--- src/hdl/iwc_pkg.sv ---
// shared constants, payload types and control structs of the intensity centroid block
`default_nettype none
package iwc_pkg;

	localparam int PIXEL_W     = 8;
	localparam int COL_COUNT_W = 11;
	localparam int TOTAL_W     = 28;
	localparam int WSUM_W      = 38;
	localparam int COORD_W     = 18;

	localparam logic [COL_COUNT_W-1:0] COL_COUNT_RESET = 11'd640;

	localparam int MAX_COLS_DEF      = 1024;
	localparam int MAX_ROWS_DEF      = 1024;
	localparam int FRACTION_BITS_DEF = 8;

	typedef struct packed {
		logic [PIXEL_W-1:0] pixel;
		logic               last_pixel;
	} pix_item_t;

	typedef struct packed {
		logic [COORD_W-1:0] centroid_x;
		logic [COORD_W-1:0] centroid_y;
		logic               centroid_valid;
	} res_item_t;

	typedef struct packed {
		logic acc_en;
		logic div_load;
		logic div_sel_y;
		logic div_step;
		logic save_x;
		logic out_load;
	} iwc_cmd_t;

	typedef struct packed {
		logic div_done;
		logic out_busy;
	} iwc_stat_t;

endpackage
`default_nettype wire

--- src/hdl/iwc_div.sv ---
// restoring divider, one quotient bit per cycle while step is high, saturating quotient
`default_nettype none
module iwc_div #(
	parameter int FRACTION_BITS = iwc_pkg::FRACTION_BITS_DEF
) (
	input  wire logic                        clk,
	input  wire logic                        arst_n,
	input  wire logic                        load,
	input  wire logic                        step,
	input  wire logic [iwc_pkg::WSUM_W-1:0]  wsum,
	input  wire logic [iwc_pkg::TOTAL_W-1:0] total,
	output logic                             done,
	output logic [iwc_pkg::COORD_W-1:0]      quotient
);
	import iwc_pkg::*;

	localparam int DVD_W = WSUM_W + FRACTION_BITS;
	localparam int LIM_W = TOTAL_W + COORD_W;
	localparam int EXT_W = (DVD_W > LIM_W) ? DVD_W : LIM_W;
	localparam int CNT_W = $clog2(COORD_W + 1);

	logic [EXT_W-1:0]   dvd_ext;
	logic [EXT_W-1:0]   lim_ext;
	logic [TOTAL_W:0]   rem_sh;
	logic               fits;
	logic [TOTAL_W-1:0] rem_q;
	logic [COORD_W-1:0] lo_q;
	logic [COORD_W-1:0] quo_q;
	logic               ovf_q;
	logic [CNT_W-1:0]   cnt_q;

	always_comb begin
		dvd_ext = EXT_W'({wsum, {FRACTION_BITS{1'b0}}});
		lim_ext = EXT_W'({total, {COORD_W{1'b0}}});
		rem_sh  = {rem_q, lo_q[COORD_W-1]};
		fits    = rem_sh >= {1'b0, total};
	end

	// quotient that does not fit in the field (or zero divisor) flags overflow
	always_ff @(posedge clk) begin
		if (load) begin
			ovf_q <= dvd_ext >= lim_ext;
			rem_q <= TOTAL_W'(dvd_ext >> COORD_W);
			lo_q  <= dvd_ext[COORD_W-1:0];
			quo_q <= '0;
		end else if (step) begin
			rem_q <= fits ? TOTAL_W'(rem_sh - {1'b0, total}) : rem_sh[TOTAL_W-1:0];
			lo_q  <= {lo_q[COORD_W-2:0], 1'b0};
			quo_q <= {quo_q[COORD_W-2:0], fits};
		end
	end

	always_ff @(posedge clk or negedge arst_n) begin
		if (!arst_n) begin
			cnt_q <= '0;
		end else if (load) begin
			cnt_q <= CNT_W'(COORD_W);
		end else if (step && cnt_q != '0) begin
			cnt_q <= cnt_q - CNT_W'(1);
		end
	end

	assign done     = cnt_q == '0;
	assign quotient = ovf_q ? {COORD_W{1'b1}} : quo_q;

endmodule
`default_nettype wire

--- src/hdl/iwc_datapath.sv ---
// accumulators, position counters, divider and result register
`default_nettype none
module iwc_datapath #(
	parameter int MAX_COLS      = iwc_pkg::MAX_COLS_DEF,
	parameter int MAX_ROWS      = iwc_pkg::MAX_ROWS_DEF,
	parameter int FRACTION_BITS = iwc_pkg::FRACTION_BITS_DEF
) (
	input  wire logic                            clk,
	input  wire logic                            arst_n,
	input  wire iwc_pkg::iwc_cmd_t               cmd,
	output iwc_pkg::iwc_stat_t                   stat,
	input  wire iwc_pkg::pix_item_t              pix_data,
	input  wire logic                            cfg_we,
	input  wire logic [iwc_pkg::COL_COUNT_W-1:0] cfg_wdata,
	output logic                                 res_valid,
	input  wire logic                            res_ready,
	output iwc_pkg::res_item_t                   res_data
);
	import iwc_pkg::*;

	localparam int CW     = $clog2(MAX_COLS);
	localparam int RW     = $clog2(MAX_ROWS);
	localparam int PROD_W = PIXEL_W + ((CW > RW) ? CW : RW);
	localparam int WRAP_W = (CW + 1 > COL_COUNT_W) ? CW + 1 : COL_COUNT_W;

	logic [COL_COUNT_W-1:0] col_count_q;
	logic [TOTAL_W-1:0]     total_q;
	logic [WSUM_W-1:0]      col_sum_q;
	logic [WSUM_W-1:0]      row_sum_q;
	logic [CW-1:0]          col_q;
	logic [RW-1:0]          row_q;
	logic [COORD_W-1:0]     cx_q;
	logic                   res_valid_q;
	res_item_t              res_q;

	logic [PROD_W-1:0]  col_prod;
	logic [PROD_W-1:0]  row_prod;
	logic [TOTAL_W:0]   total_sum;
	logic [WSUM_W:0]    col_sum;
	logic [WSUM_W:0]    row_sum;
	logic [WRAP_W-1:0]  col_inc;
	logic               wrap;
	logic [WSUM_W-1:0]  div_wsum;
	logic               div_done;
	logic [COORD_W-1:0] div_quo;
	logic               nonzero;

	always_comb begin
		col_prod  = PROD_W'(pix_data.pixel) * PROD_W'(col_q);
		row_prod  = PROD_W'(pix_data.pixel) * PROD_W'(row_q);
		total_sum = {1'b0, total_q} + (TOTAL_W + 1)'(pix_data.pixel);
		col_sum   = {1'b0, col_sum_q} + (WSUM_W + 1)'(col_prod);
		row_sum   = {1'b0, row_sum_q} + (WSUM_W + 1)'(row_prod);
		col_inc   = WRAP_W'(col_q) + WRAP_W'(1);
		// a row length of zero behaves as one; the column also wraps at the array width
		wrap      = (col_inc >= WRAP_W'(col_count_q)) || (col_q >= CW'(MAX_COLS - 1));
		div_wsum  = cmd.div_sel_y ? row_sum_q : col_sum_q;
		nonzero   = total_q != '0;
	end

	always_ff @(posedge clk or negedge arst_n) begin
		if (!arst_n) begin
			col_count_q <= COL_COUNT_RESET;
		end else if (cfg_we) begin
			col_count_q <= cfg_wdata;
		end
	end

	always_ff @(posedge clk or negedge arst_n) begin
		if (!arst_n) begin
			total_q   <= '0;
			col_sum_q <= '0;
			row_sum_q <= '0;
			col_q     <= '0;
			row_q     <= '0;
		end else if (cmd.out_load) begin
			total_q   <= '0;
			col_sum_q <= '0;
			row_sum_q <= '0;
			col_q     <= '0;
			row_q     <= '0;
		end else if (cmd.acc_en) begin
			total_q   <= total_sum[TOTAL_W] ? {TOTAL_W{1'b1}} : total_sum[TOTAL_W-1:0];
			col_sum_q <= col_sum[WSUM_W] ? {WSUM_W{1'b1}} : col_sum[WSUM_W-1:0];
			row_sum_q <= row_sum[WSUM_W] ? {WSUM_W{1'b1}} : row_sum[WSUM_W-1:0];
			if (wrap) begin
				col_q <= '0;
				if (row_q < RW'(MAX_ROWS - 1)) begin
					row_q <= row_q + RW'(1);
				end
			end else begin
				col_q <= col_q + CW'(1);
			end
		end
	end

	iwc_div #(
		.FRACTION_BITS(FRACTION_BITS)
	) u_div (
		.clk     (clk),
		.arst_n  (arst_n),
		.load    (cmd.div_load),
		.step    (cmd.div_step),
		.wsum    (div_wsum),
		.total   (total_q),
		.done    (div_done),
		.quotient(div_quo)
	);

	always_ff @(posedge clk) begin
		if (cmd.save_x) begin
			cx_q <= div_quo;
		end
		if (cmd.out_load) begin
			res_q.centroid_x     <= nonzero ? cx_q : '0;
			res_q.centroid_y     <= nonzero ? div_quo : '0;
			res_q.centroid_valid <= nonzero;
		end
	end

	always_ff @(posedge clk or negedge arst_n) begin
		if (!arst_n) begin
			res_valid_q <= 1'b0;
		end else if (cmd.out_load) begin
			res_valid_q <= 1'b1;
		end else if (res_ready) begin
			res_valid_q <= 1'b0;
		end
	end

	assign stat.div_done = div_done;
	assign stat.out_busy = res_valid_q && !res_ready;
	assign res_valid     = res_valid_q;
	assign res_data      = res_q;

endmodule
`default_nettype wire

--- src/hdl/iwc_ctrl.sv ---
// frame controller: accumulate, two divisions, hand off the result
`default_nettype none
module iwc_ctrl (
	input  wire logic               clk,
	input  wire logic               arst_n,
	input  wire logic               pix_valid,
	input  wire logic               pix_last,
	output logic                    pix_ready,
	output iwc_pkg::iwc_cmd_t       cmd,
	input  wire iwc_pkg::iwc_stat_t stat
);
	import iwc_pkg::*;

	localparam logic [2:0] S_ACCUM  = 3'd0;
	localparam logic [2:0] S_LOAD_X = 3'd1;
	localparam logic [2:0] S_STEP_X = 3'd2;
	localparam logic [2:0] S_LOAD_Y = 3'd3;
	localparam logic [2:0] S_STEP_Y = 3'd4;
	localparam logic [2:0] S_OUT    = 3'd5;

	logic [2:0] state_q;
	logic [2:0] state_d;

	always_comb begin
		state_d   = state_q;
		cmd       = '0;
		pix_ready = 1'b0;
		unique case (state_q)
			S_ACCUM: begin
				pix_ready  = 1'b1;
				cmd.acc_en = pix_valid;
				if (pix_valid && pix_last) begin
					state_d = S_LOAD_X;
				end
			end
			S_LOAD_X: begin
				cmd.div_load = 1'b1;
				state_d      = S_STEP_X;
			end
			S_STEP_X: begin
				if (stat.div_done) begin
					cmd.save_x = 1'b1;
					state_d    = S_LOAD_Y;
				end else begin
					cmd.div_step = 1'b1;
				end
			end
			S_LOAD_Y: begin
				cmd.div_load  = 1'b1;
				cmd.div_sel_y = 1'b1;
				state_d       = S_STEP_Y;
			end
			S_STEP_Y: begin
				cmd.div_sel_y = 1'b1;
				if (stat.div_done) begin
					state_d = S_OUT;
				end else begin
					cmd.div_step = 1'b1;
				end
			end
			S_OUT: begin
				// wait here while the previous result is still unclaimed
				cmd.div_sel_y = 1'b1;
				if (!stat.out_busy) begin
					cmd.out_load = 1'b1;
					state_d      = S_ACCUM;
				end
			end
			default: begin
				state_d = S_ACCUM;
			end
		endcase
	end

	always_ff @(posedge clk or negedge arst_n) begin
		if (!arst_n) begin
			state_q <= S_ACCUM;
		end else begin
			state_q <= state_d;
		end
	end

endmodule
`default_nettype wire

--- src/hdl/intensity_weighted_centroid_unit.sv ---
// top level of the intensity-weighted centroid block
// Takes one 8-bit pixel per cycle in row-major order and accumulates the total intensity
// and the column- and row-weighted sums. A transfer with last_pixel set ends the frame:
// the input then stalls while one shared restoring divider, one quotient
// bit per cycle, produces centroid_x and then centroid_y (load, 18 steps and a done state
// each, then a load of the result register), longer if the previous result has
// not yet been taken. Coordinates are unsigned with FRACTION_BITS fraction bits, truncated
// and saturated at 2^18-1; a frame of zero intensity gives zero coordinates and clears
// centroid_valid. col_count may be written at any idle time and holds the row length.
`default_nettype none
module intensity_weighted_centroid_unit #(
	parameter int MAX_COLS      = iwc_pkg::MAX_COLS_DEF,
	parameter int MAX_ROWS      = iwc_pkg::MAX_ROWS_DEF,
	parameter int FRACTION_BITS = iwc_pkg::FRACTION_BITS_DEF
) (
	input  wire logic                            clk,
	input  wire logic                            arst_n,
	input  wire logic                            pix_valid,
	output logic                                 pix_ready,
	input  wire iwc_pkg::pix_item_t              pix_data,
	output logic                                 res_valid,
	input  wire logic                            res_ready,
	output iwc_pkg::res_item_t                   res_data,
	input  wire logic                            cfg_we,
	input  wire logic [iwc_pkg::COL_COUNT_W-1:0] cfg_wdata
);
	import iwc_pkg::*;

	iwc_cmd_t  cmd;
	iwc_stat_t stat;

	iwc_ctrl u_ctrl (
		.clk      (clk),
		.arst_n   (arst_n),
		.pix_valid(pix_valid),
		.pix_last (pix_data.last_pixel),
		.pix_ready(pix_ready),
		.cmd      (cmd),
		.stat     (stat)
	);

	iwc_datapath #(
		.MAX_COLS     (MAX_COLS),
		.MAX_ROWS     (MAX_ROWS),
		.FRACTION_BITS(FRACTION_BITS)
	) u_dp (
		.clk      (clk),
		.arst_n   (arst_n),
		.cmd      (cmd),
		.stat     (stat),
		.pix_data (pix_data),
		.cfg_we   (cfg_we),
		.cfg_wdata(cfg_wdata),
		.res_valid(res_valid),
		.res_ready(res_ready),
		.res_data (res_data)
	);

endmodule
`default_nettype wire

--- config.mk ---
export PLATFORM = sky130hd
export DESIGN_NAME = intensity_weighted_centroid_unit
export DESIGN_NICKNAME = d
export VERILOG_FILES = /design/src/hdl/iwc_pkg.sv /design/src/hdl/iwc_div.sv /design/src/hdl/iwc_datapath.sv /design/src/hdl/iwc_ctrl.sv /design/src/hdl/intensity_weighted_centroid_unit.sv
export SDC_FILE = /design/constraint.sdc
export NUM_CORES = 1
export LEC_CHECK = 0
export ABC_AREA = 0
export BUFFER_PORTS_ARGS = -buffer_cell sky130_fd_sc_hd__buf_4
export CORE_UTILIZATION = 45
export CTS_BUF_LIST = sky130_fd_sc_hd__clkbuf_2 sky130_fd_sc_hd__clkbuf_4 sky130_fd_sc_hd__clkbuf_8
export CTS_CLUSTER_DIAMETER = 50
export CTS_CLUSTER_SIZE = 10
export DETAILED_ROUTE_END_ITERATION = 10
export GPL_ROUTABILITY_DRIVEN = 1
export PLACE_DENSITY = 0.61
export SLEW_MARGIN = 20
export SYNTH_ARGS = -nofsm -noshare
export SYNTH_HDL_FRONTEND = slang
export SYNTH_SLANG_ARGS = --single-unit
--- constraint.sdc ---
create_clock -name clk -period 4.86 [get_ports clk]
set_clock_uncertainty 0.15 [all_clocks]
set_input_delay 0.243 -clock clk [delete_from_list [all_inputs] [get_ports clk]]
set_output_delay 0.243 -clock clk [all_outputs]
set_load 0.02 [all_outputs]
* Yosys cells after proc, flatten, opt, wreduce, memory -nomap -nowiden
Index checks and enable logic that the tools add are counted.
Word-level totals: output and inout port bits 39, flip-flop bits (word level) 256, bits of input ports 25
Operators by class: mux-type cells 42, equal/unequal tests 9, $add $sub $neg 8, reduce and logical (&&, ||, !) cells 20, $mul 2, $lt $le $gt $ge 5
Operators by type and width (count):
- $mux 38 | 7
- $mux 28 | 6
- $add 38x18->39 | 2
- $mux 10 | 7
- $mux 18 | 3
- $ge 46x46->1 | 1
- $mul 8x10->18 | 2
- $add 28x8->29 | 1
- $ge 29x28->1 | 1
- $reduce_bool 28->1 | 1
- $sub 28x28->28 | 1
- $add 10x1->10 const B | 2
- $pmux 3 s6 | 1
- $mux 1 | 12
- $mux 3 | 4
- $reduce_bool 2->1 | 6
- $add 10x1->11 const B | 1
- $ge 11x11->1 | 1
- $ge 10x10->1 const B | 1
- $lt 10x10->1 const B | 1
- $mux 5 | 2
- $eq 3x2->1 const B | 2
- $eq 3x3->1 const B | 2
- $ne 2x1->1 const B | 3
- 13 further kinds | 16

* Longest topological paths before layout
depth in word-level cells 6, gate-level depth with buffers 21

* Cells and area by module
Synthesis repeated with hierarchy kept, for this count alone.
Second synthesis, totals: cells, all modules 2304, area, all modules 21435.6 sq um
Modules (own cells, without submodules):
- iwc_datapath | times used 1, area each 15939.0 sq um, cells each 1691, seq. area each 5057.4 sq um
- iwc_div | times used 1, area each 5227.5 sq um, cells each 586, seq. area each 1656.6 sq um
- iwc_ctrl | times used 1, area each 269.0 sq um, cells each 27, seq. area each 75.1 sq um

* Least setup slack after synthesis
OpenSTA, ideal clock, no wires.
kind reg2reg, from register u_dp.row_q[2], to register u_dp.row_sum_q[32], stages on the path, launching flop included 18, path buffers 1, period minus slack after synthesis 5.188 ns, setup time 0.120 ns, slack -0.328 ns, data arrival time 4.918 ns, cells stage by stage dfrtp_1 > clkbuf_1 > and2_1 > fa_1 > fa_1 > fa_1 > inv_1 > fa_1 > inv_1 > ha_1 > and3_1 > and2_1 > a31oi_1 > o31ai_1 > nor3b_1 > and2_1 > nand4_1 > o211a_1
Between the ends: cells in the longest elaborated chain, start to end 5
Ends and longest elaborated chain:
- start: declaration | RTL line iwc_datapath.sv:31 | logic [RW-1:0] row_q;
- start signal: assignment | RTL line iwc_datapath.sv:89 | row_q <= row_q + RW'(1);
- $mul 8x10->18 | RTL line iwc_datapath.sv:50 | row_prod = PROD_W'(pix_data.pixel) * PROD_W'(row_q);
- $add 38x18->39 | RTL line iwc_datapath.sv:53 | row_sum = {1'b0, row_sum_q} + (WSUM_W + 1)'(row_prod);
- $mux 38 | RTL line iwc_datapath.sv:85 | row_sum_q <= row_sum[WSUM_W] ? {WSUM_W{1'b1}} : row_sum[WSUM_W-1:0];
- $mux 38 | RTL line iwc_datapath.sv:82 | end else if (cmd.acc_en) begin
- $mux 38 | RTL line iwc_datapath.sv:76 | end else if (cmd.out_load) begin
- end signal: assignment | RTL line iwc_datapath.sv:85
- end: declaration | RTL line iwc_datapath.sv:29 | logic [WSUM_W-1:0] row_sum_q;
No other way between the ends. The select of a mux whose other input is x is not followed. A chain may end at the register's enable or synchronous reset.

* Worst setup path after layout
from register u_dp.row_q[8], to register u_dp.row_sum_q[35]
Same word-level chain as after synthesis.

==> flow_summary.html <==
<table>
<tr><th>Metric</th><th>Value</th></tr>
<tr><th colspan="2">Synthesis</th></tr>
<tr><td>Net count after synthesis</td><td>2626</td></tr>
<tr><td>Proportion of synthesized chip area in sequential cells</td><td>32.6%</td></tr>
<tr><td>Cell area after synthesis</td><td>0.0208 mm^2</td></tr>
<tr><td>Unique masters post-synth</td><td>79</td></tr>
<tr><td>FFs w/ async S/R, synth</td><td>56.3%</td></tr>
<tr><td>Top_reg_cell synth</td><td>sky130_fd_sc_hd__dfrtp_1</td></tr>
<tr><td>Gate count after technology mapping</td><td>between 2000 and 2500</td></tr>
<tr><td>Post-synthesis sequential element count</td><td>between 200 and 300</td></tr>
<tr><td>Number of warnings reported in the yosys synthesis log</td><td>0</td></tr>
<tr><td>Number of enable-type register cells in the synthesized netlist</td><td>94</td></tr>
<tr><td>Synth Area per Inst</td><td>9.02 um^2</td></tr>
<tr><th colspan="2">Worst setup path</th></tr>
<tr><td>Crit path DAT</td><td>around 5.4 ns</td></tr>
<tr><td>CP Capture Type</td><td>flop</td></tr>
<tr><td>Reg-to-reg critical path endpoint</td><td>u_dp.row_sum_q[35]</td></tr>
<tr><td>Crit path launch</td><td>u_dp.row_q[8]</td></tr>
<tr><td>CP Data Required Time</td><td>between 5 and 6 ns</td></tr>
<tr><td>Startpoint type of the worst setup path</td><td>flop</td></tr>
<tr><td>Setup CP Type</td><td>reg -&gt; reg</td></tr>
<tr><td>FF-to-FF path depth</td><td>21</td></tr>
<tr><td>Setup crit end</td><td>u_dp.row_sum_q[35]</td></tr>
<tr><td>Maximum fanout along the worst path</td><td>4</td></tr>
<tr><td>Worst-case register-to-register setup slack</td><td>-0.18 ns</td></tr>
<tr><td>Reg-to-reg critical path startpoint</td><td>u_dp.row_q[8]</td></tr>
<tr><th colspan="2">Die</th></tr>
<tr><td>Core region area</td><td>0.0455 mm^2</td></tr>
<tr><td>Die Width</td><td>217 um</td></tr>
<tr><td>Vertical die dimension</td><td>around 220 um</td></tr>
<tr><td>Standard-cell row count</td><td>78</td></tr>
<tr><td>Initial Utilization</td><td>a little under half</td></tr>
<tr><td>Die area</td><td>around 0.047 mm^2</td></tr>
<tr><td>Io pins</td><td>64</td></tr>
<tr><th colspan="2">Routing</th></tr>
<tr><td>Via-per-instance ratio</td><td>5.48</td></tr>
<tr><td>Routed Antenna Nets</td><td>0</td></tr>
<tr><td>Total number of vias</td><td>17700</td></tr>
<tr><td>Wire per inst</td><td>approximately 19 um</td></tr>
<tr><td>Initial detailed-routing violation count</td><td>1244</td></tr>
<tr><td>TritonRoute pass-1 iters</td><td>5</td></tr>
<tr><td>Final Routed Wirelength</td><td>59700 um</td></tr>
<tr><td>DRC violation count after routing</td><td>0</td></tr>
<tr><th colspan="2">Global routing</th></tr>
<tr><td>Gr usage total</td><td>25.6%</td></tr>
<tr><td>Via count of the first global-routing pass</td><td>17700</td></tr>
<tr><td>Global-route wire length before repair</td><td>95100 um</td></tr>
<tr><td>Largest net degree at the start of global routing</td><td>74</td></tr>
<tr><td>Initial antenna violation count</td><td>1</td></tr>
<tr><td>Leftover overflow at the end of global routing</td><td>0</td></tr>
<tr><th colspan="2">CTS</th></tr>
<tr><td>Bufs on Longest Clock Path</td><td>3</td></tr>
<tr><td>Clock latency of the later-clocked register in the worst-skew pair</td><td>0.64 ns</td></tr>
<tr><td>H-Tree Level Count</td><td>2</td></tr>
<tr><td>CTS sink cnt</td><td>256</td></tr>
<tr><td>Clock tree from TritonCTS</td><td>built</td></tr>
<tr><td>TritonCTS Buffers</td><td>40</td></tr>
<tr><td>Clock slew seen by the registers of the worst setup and hold paths</td><td>around 0.070 ns</td></tr>
<tr><td>Buffer type at the clock tree root</td><td>sky130_fd_sc_hd__clkbuf_8</td></tr>
<tr><th colspan="2">Cells and area</th></tr>
<tr><td>Layout net count</td><td>2904</td></tr>
<tr><td>Share of layout cells above drive strength 1</td><td>24.6%</td></tr>
<tr><td>Synthesis-to-finish area growth</td><td>25.2%</td></tr>
<tr><th colspan="2">Power and ir drop</th></tr>
<tr><td>Design internal power</td><td>between 0.007 and 0.008 W</td></tr>
<tr><td>Clock share of power</td><td>between 10% and 20%</td></tr>
<tr><td>Logic gate share of total power</td><td>59.2%</td></tr>
<tr><td>Proportion of total power due to net switching</td><td>43.7%</td></tr>
<tr><td>Peak supply drop</td><td>approximately 430 uV</td></tr>
<tr><td>Total power of the final layout</td><td>0.0137 W</td></tr>
<tr><td>Areal power density over the cells</td><td>between 500 and 600 mW/mm^2</td></tr>
<tr><td>Static leakage</td><td>12.1 nW</td></tr>
<tr><td>Sequential power share</td><td>24.7%</td></tr>
<tr><td>NetSw</td><td>~0.0060 W</td></tr>
<tr><th colspan="2">STA</th></tr>
<tr><td>Maximum clock frequency</td><td>198 MHz</td></tr>
<tr><td>Tightest Pin Transition</td><td>0.844 ns</td></tr>
<tr><td>Unrepaired setup endpoints after global routing</td><td>yes</td></tr>
<tr><td>Final worst-path setup slack</td><td>-0.183 ns</td></tr>
<tr><td>Final count of hold timing violations</td><td>0</td></tr>
<tr><td>Sum Neg Setup Slack</td><td>-4.04 ns</td></tr>
<tr><td>Post-route minimum period</td><td>5.04 ns</td></tr>
<tr><td>Final cycle utilization of the critical path</td><td>104%</td></tr>
<tr><td>Final Max Tran Viols</td><td>0</td></tr>
<tr><td>Tightest slew margin relative to the limit</td><td>a little over two fifths</td></tr>
<tr><td>Number of setup violations in the final report</td><td>48</td></tr>
<tr><th colspan="2">Placed design</th></tr>
<tr><td>Half-perimeter wire length after placement</td><td>43600 um</td></tr>
<tr><td># port buffers</td><td>between 60 and 70</td></tr>
<tr><td>Routability-driven placement congestion ratio</td><td>0.919</td></tr>
<tr><th colspan="2">Run status</th></tr>
<tr><td>Result of the run</td><td>finished with violations</td></tr>
<tr><td>Violated checks</td><td>setup timing</td></tr>
<tr><th colspan="2">Hold path</th></tr>
<tr><td>Kind of path behind the tightest hold check</td><td>in -&gt; async</td></tr>
<tr><th colspan="2">Flow run</th></tr>
<tr><td>Number of maximum-capacitance constraint violations</td><td>0</td></tr>
</table>
==> worst min path at each step <==
stage	start	to	cells past startpoint
after global routing	arst_n	u_dp.col_count_q[2]	2
after detailed placement	arst_n	u_dp.col_count_q[1]	1
after floorplan	arst_n	u_ctrl.state_q[0]	0
after global placement	arst_n	u_dp.col_count_q[0]	1
after CTS	arst_n	u_dp.col_q[4]	2
final	arst_n	u_dp.col_count_q[2]	2
==> cells in the final DEF, fill, tap and decap left out, types with 18 or more instances in the layout <==
cell	n
sky130_fd_sc_hd__a21o_1	46
sky130_fd_sc_hd__a21oi_1	140
sky130_fd_sc_hd__a21oi_2	18
sky130_fd_sc_hd__a31oi_1	25
sky130_fd_sc_hd__and2_1	99
sky130_fd_sc_hd__and2_4	18
sky130_fd_sc_hd__and3_1	25
sky130_fd_sc_hd__buf_4	271
sky130_fd_sc_hd__buf_6	28
sky130_fd_sc_hd__clkbuf_8	42
sky130_fd_sc_hd__dfrtp_1	129
sky130_fd_sc_hd__dfxtp_1	18
sky130_fd_sc_hd__dlygate4sd3_1	36
sky130_fd_sc_hd__edfxtp_1	94
sky130_fd_sc_hd__fa_1	107
sky130_fd_sc_hd__fa_2	23
sky130_fd_sc_hd__ha_1	147
sky130_fd_sc_hd__inv_1	262
sky130_fd_sc_hd__mux2_2	21
sky130_fd_sc_hd__mux2i_1	19
sky130_fd_sc_hd__nand2_1	245
sky130_fd_sc_hd__nand3_1	52
sky130_fd_sc_hd__nand4_1	26
sky130_fd_sc_hd__nor2_1	116
sky130_fd_sc_hd__nor2b_1	32
sky130_fd_sc_hd__nor3_1	29
sky130_fd_sc_hd__o21ai_0	81
sky130_fd_sc_hd__o21ai_1	20
sky130_fd_sc_hd__o21ai_2	20
sky130_fd_sc_hd__or2_2	21
sky130_fd_sc_hd__xnor2_1	41
sky130_fd_sc_hd__xor2_1	24
==> logic make-up after synthesis <==
group	Yosys count	synth area share, %
XOR/XNOR	65	2.74
buffers and inverters	388	7.17
flip-flops	256	32.6
adder cells (fa/ha/maj)	295	22.4
multiplexers	40	2.05
AND/OR/NAND/NOR	768	18.3
AO/OA/AOI/OAI	494	14.7
==> state kept, by name, summed over array words and instances (netlist names) <==
signal and cells:
u_dp.col_sum_q 38, u_dp.row_sum_q 38, u_dp.res_data 37, u_dp.total_q 28
u_dp.u_div.rem_q 28, u_dp.cx_q 18, u_dp.u_div.quo_q 18, u_dp.col_count_q 11
u_dp.col_q 10, u_dp.row_q 10, u_dp.u_div.lo_q 10, u_dp.u_div.cnt_q 5
u_ctrl.state_q 3, u_dp.res_valid 1, u_dp.u_div.ovf_q 1
==> worst max-delay path, stage by stage, from the launching register on <==
cell                       delay [ns]
sky130_fd_sc_hd__dfrtp_2         0.41
sky130_fd_sc_hd__buf_6           0.13
sky130_fd_sc_hd__nand2_4         0.05
sky130_fd_sc_hd__fa_1            0.52
sky130_fd_sc_hd__inv_2           0.04
sky130_fd_sc_hd__fa_1            0.49
sky130_fd_sc_hd__fa_1            0.51
sky130_fd_sc_hd__inv_1           0.05
sky130_fd_sc_hd__fa_1            0.49
sky130_fd_sc_hd__inv_2           0.04
sky130_fd_sc_hd__ha_4            0.21
sky130_fd_sc_hd__a21o_1          0.17
sky130_fd_sc_hd__a21o_1          0.18
sky130_fd_sc_hd__a21o_1          0.22
sky130_fd_sc_hd__a221oi_4        0.34
sky130_fd_sc_hd__a311oi_2        0.14
sky130_fd_sc_hd__buf_4           0.18
sky130_fd_sc_hd__buf_4           0.13
sky130_fd_sc_hd__buf_6           0.12
sky130_fd_sc_hd__nand2_8         0.08
sky130_fd_sc_hd__nor3_4          0.05
sky130_fd_sc_hd__a211oi_2        0.25
==> per-stage QoR <==
| stage | instance area [um^2] | hold slack (ns) | setup WS (ns) | util [%] | instances |
|---|---|---|---|---|---|
| after global placement | 23200 | 0.196 | -0.436 | 51.0 | 3041 |
| final | 26100 | 0.0612 | -0.183 | 57.3 | 3218 |
| after CTS | 25200 | 0.0653 | -0.173 | 55.5 | 3184 |
| after floorplan | 21100 | -0.203 | 0.00520 | - | 2306 |
| after global routing | 26100 | 0.124 | -0.368 | 57.3 | 3216 |
| after detailed placement | 23200 | 0.189 | -0.408 | 51.0 | 3041 |
==> area by class of cell <==
type | instances | area (um^2)
Fill cell | 4017 | 19400
Multi-Input combinational cell | 1662 | 13600
Sequential cell | 256 | 6810
Timing Repair Buffer | 346 | 2900
Inverter | 278 | 1040
Tap cell | 600 | 751
Clock buffer | 54 | 668
Clock inverter | 20 | 273
Antenna cell | 2 | 5.00
==> power by group through the flow <==
stage	sequential [W]	clock, W	combinational, W
floorplan	0.00329	0	0.00522
global placement	0.00341	0	0.00717
detailed placement	0.00343	0	0.00734
CTS	0.00338	0.00225	0.00778
global route	0.00344	0.00233	0.00905
finish	0.00339	0.00220	0.00811
==> per-layer routing <==
metal	vias up	share of wire (%)	GRT usage, %
met2	418	48	43.4
met5	-	0.013	0
met1	8686	44	33.8
met3	106	4.5	3.05
li1	8438	-	-
met4	2	3.2	8.47
==> cells in the mapped netlist (46+ instances only) <==
library cell	n	area (um^2)
sky130_fd_sc_hd__a21o_1	46	345
sky130_fd_sc_hd__a21oi_1	160	801
sky130_fd_sc_hd__and2_1	117	732
sky130_fd_sc_hd__clkbuf_1	94	353
sky130_fd_sc_hd__dfrtp_1	142	3550
sky130_fd_sc_hd__edfxtp_1	94	2820
sky130_fd_sc_hd__fa_1	130	2600
sky130_fd_sc_hd__ha_1	165	2060
sky130_fd_sc_hd__inv_1	277	1040
sky130_fd_sc_hd__nand2_1	256	961
sky130_fd_sc_hd__nand3_1	55	275
sky130_fd_sc_hd__nor2_1	127	477
sky130_fd_sc_hd__o21ai_0	115	576
==> timing repair <==
item,CTS,global route
setup buffers,34,33
hold endpoints to repair,85,0
gates resized for setup,140,144
pin swaps,56,118
hold buffers,36,0
endpoints found under the setup margin,75,73
gates cloned,0,1
(Power assumes the default switching activity.)
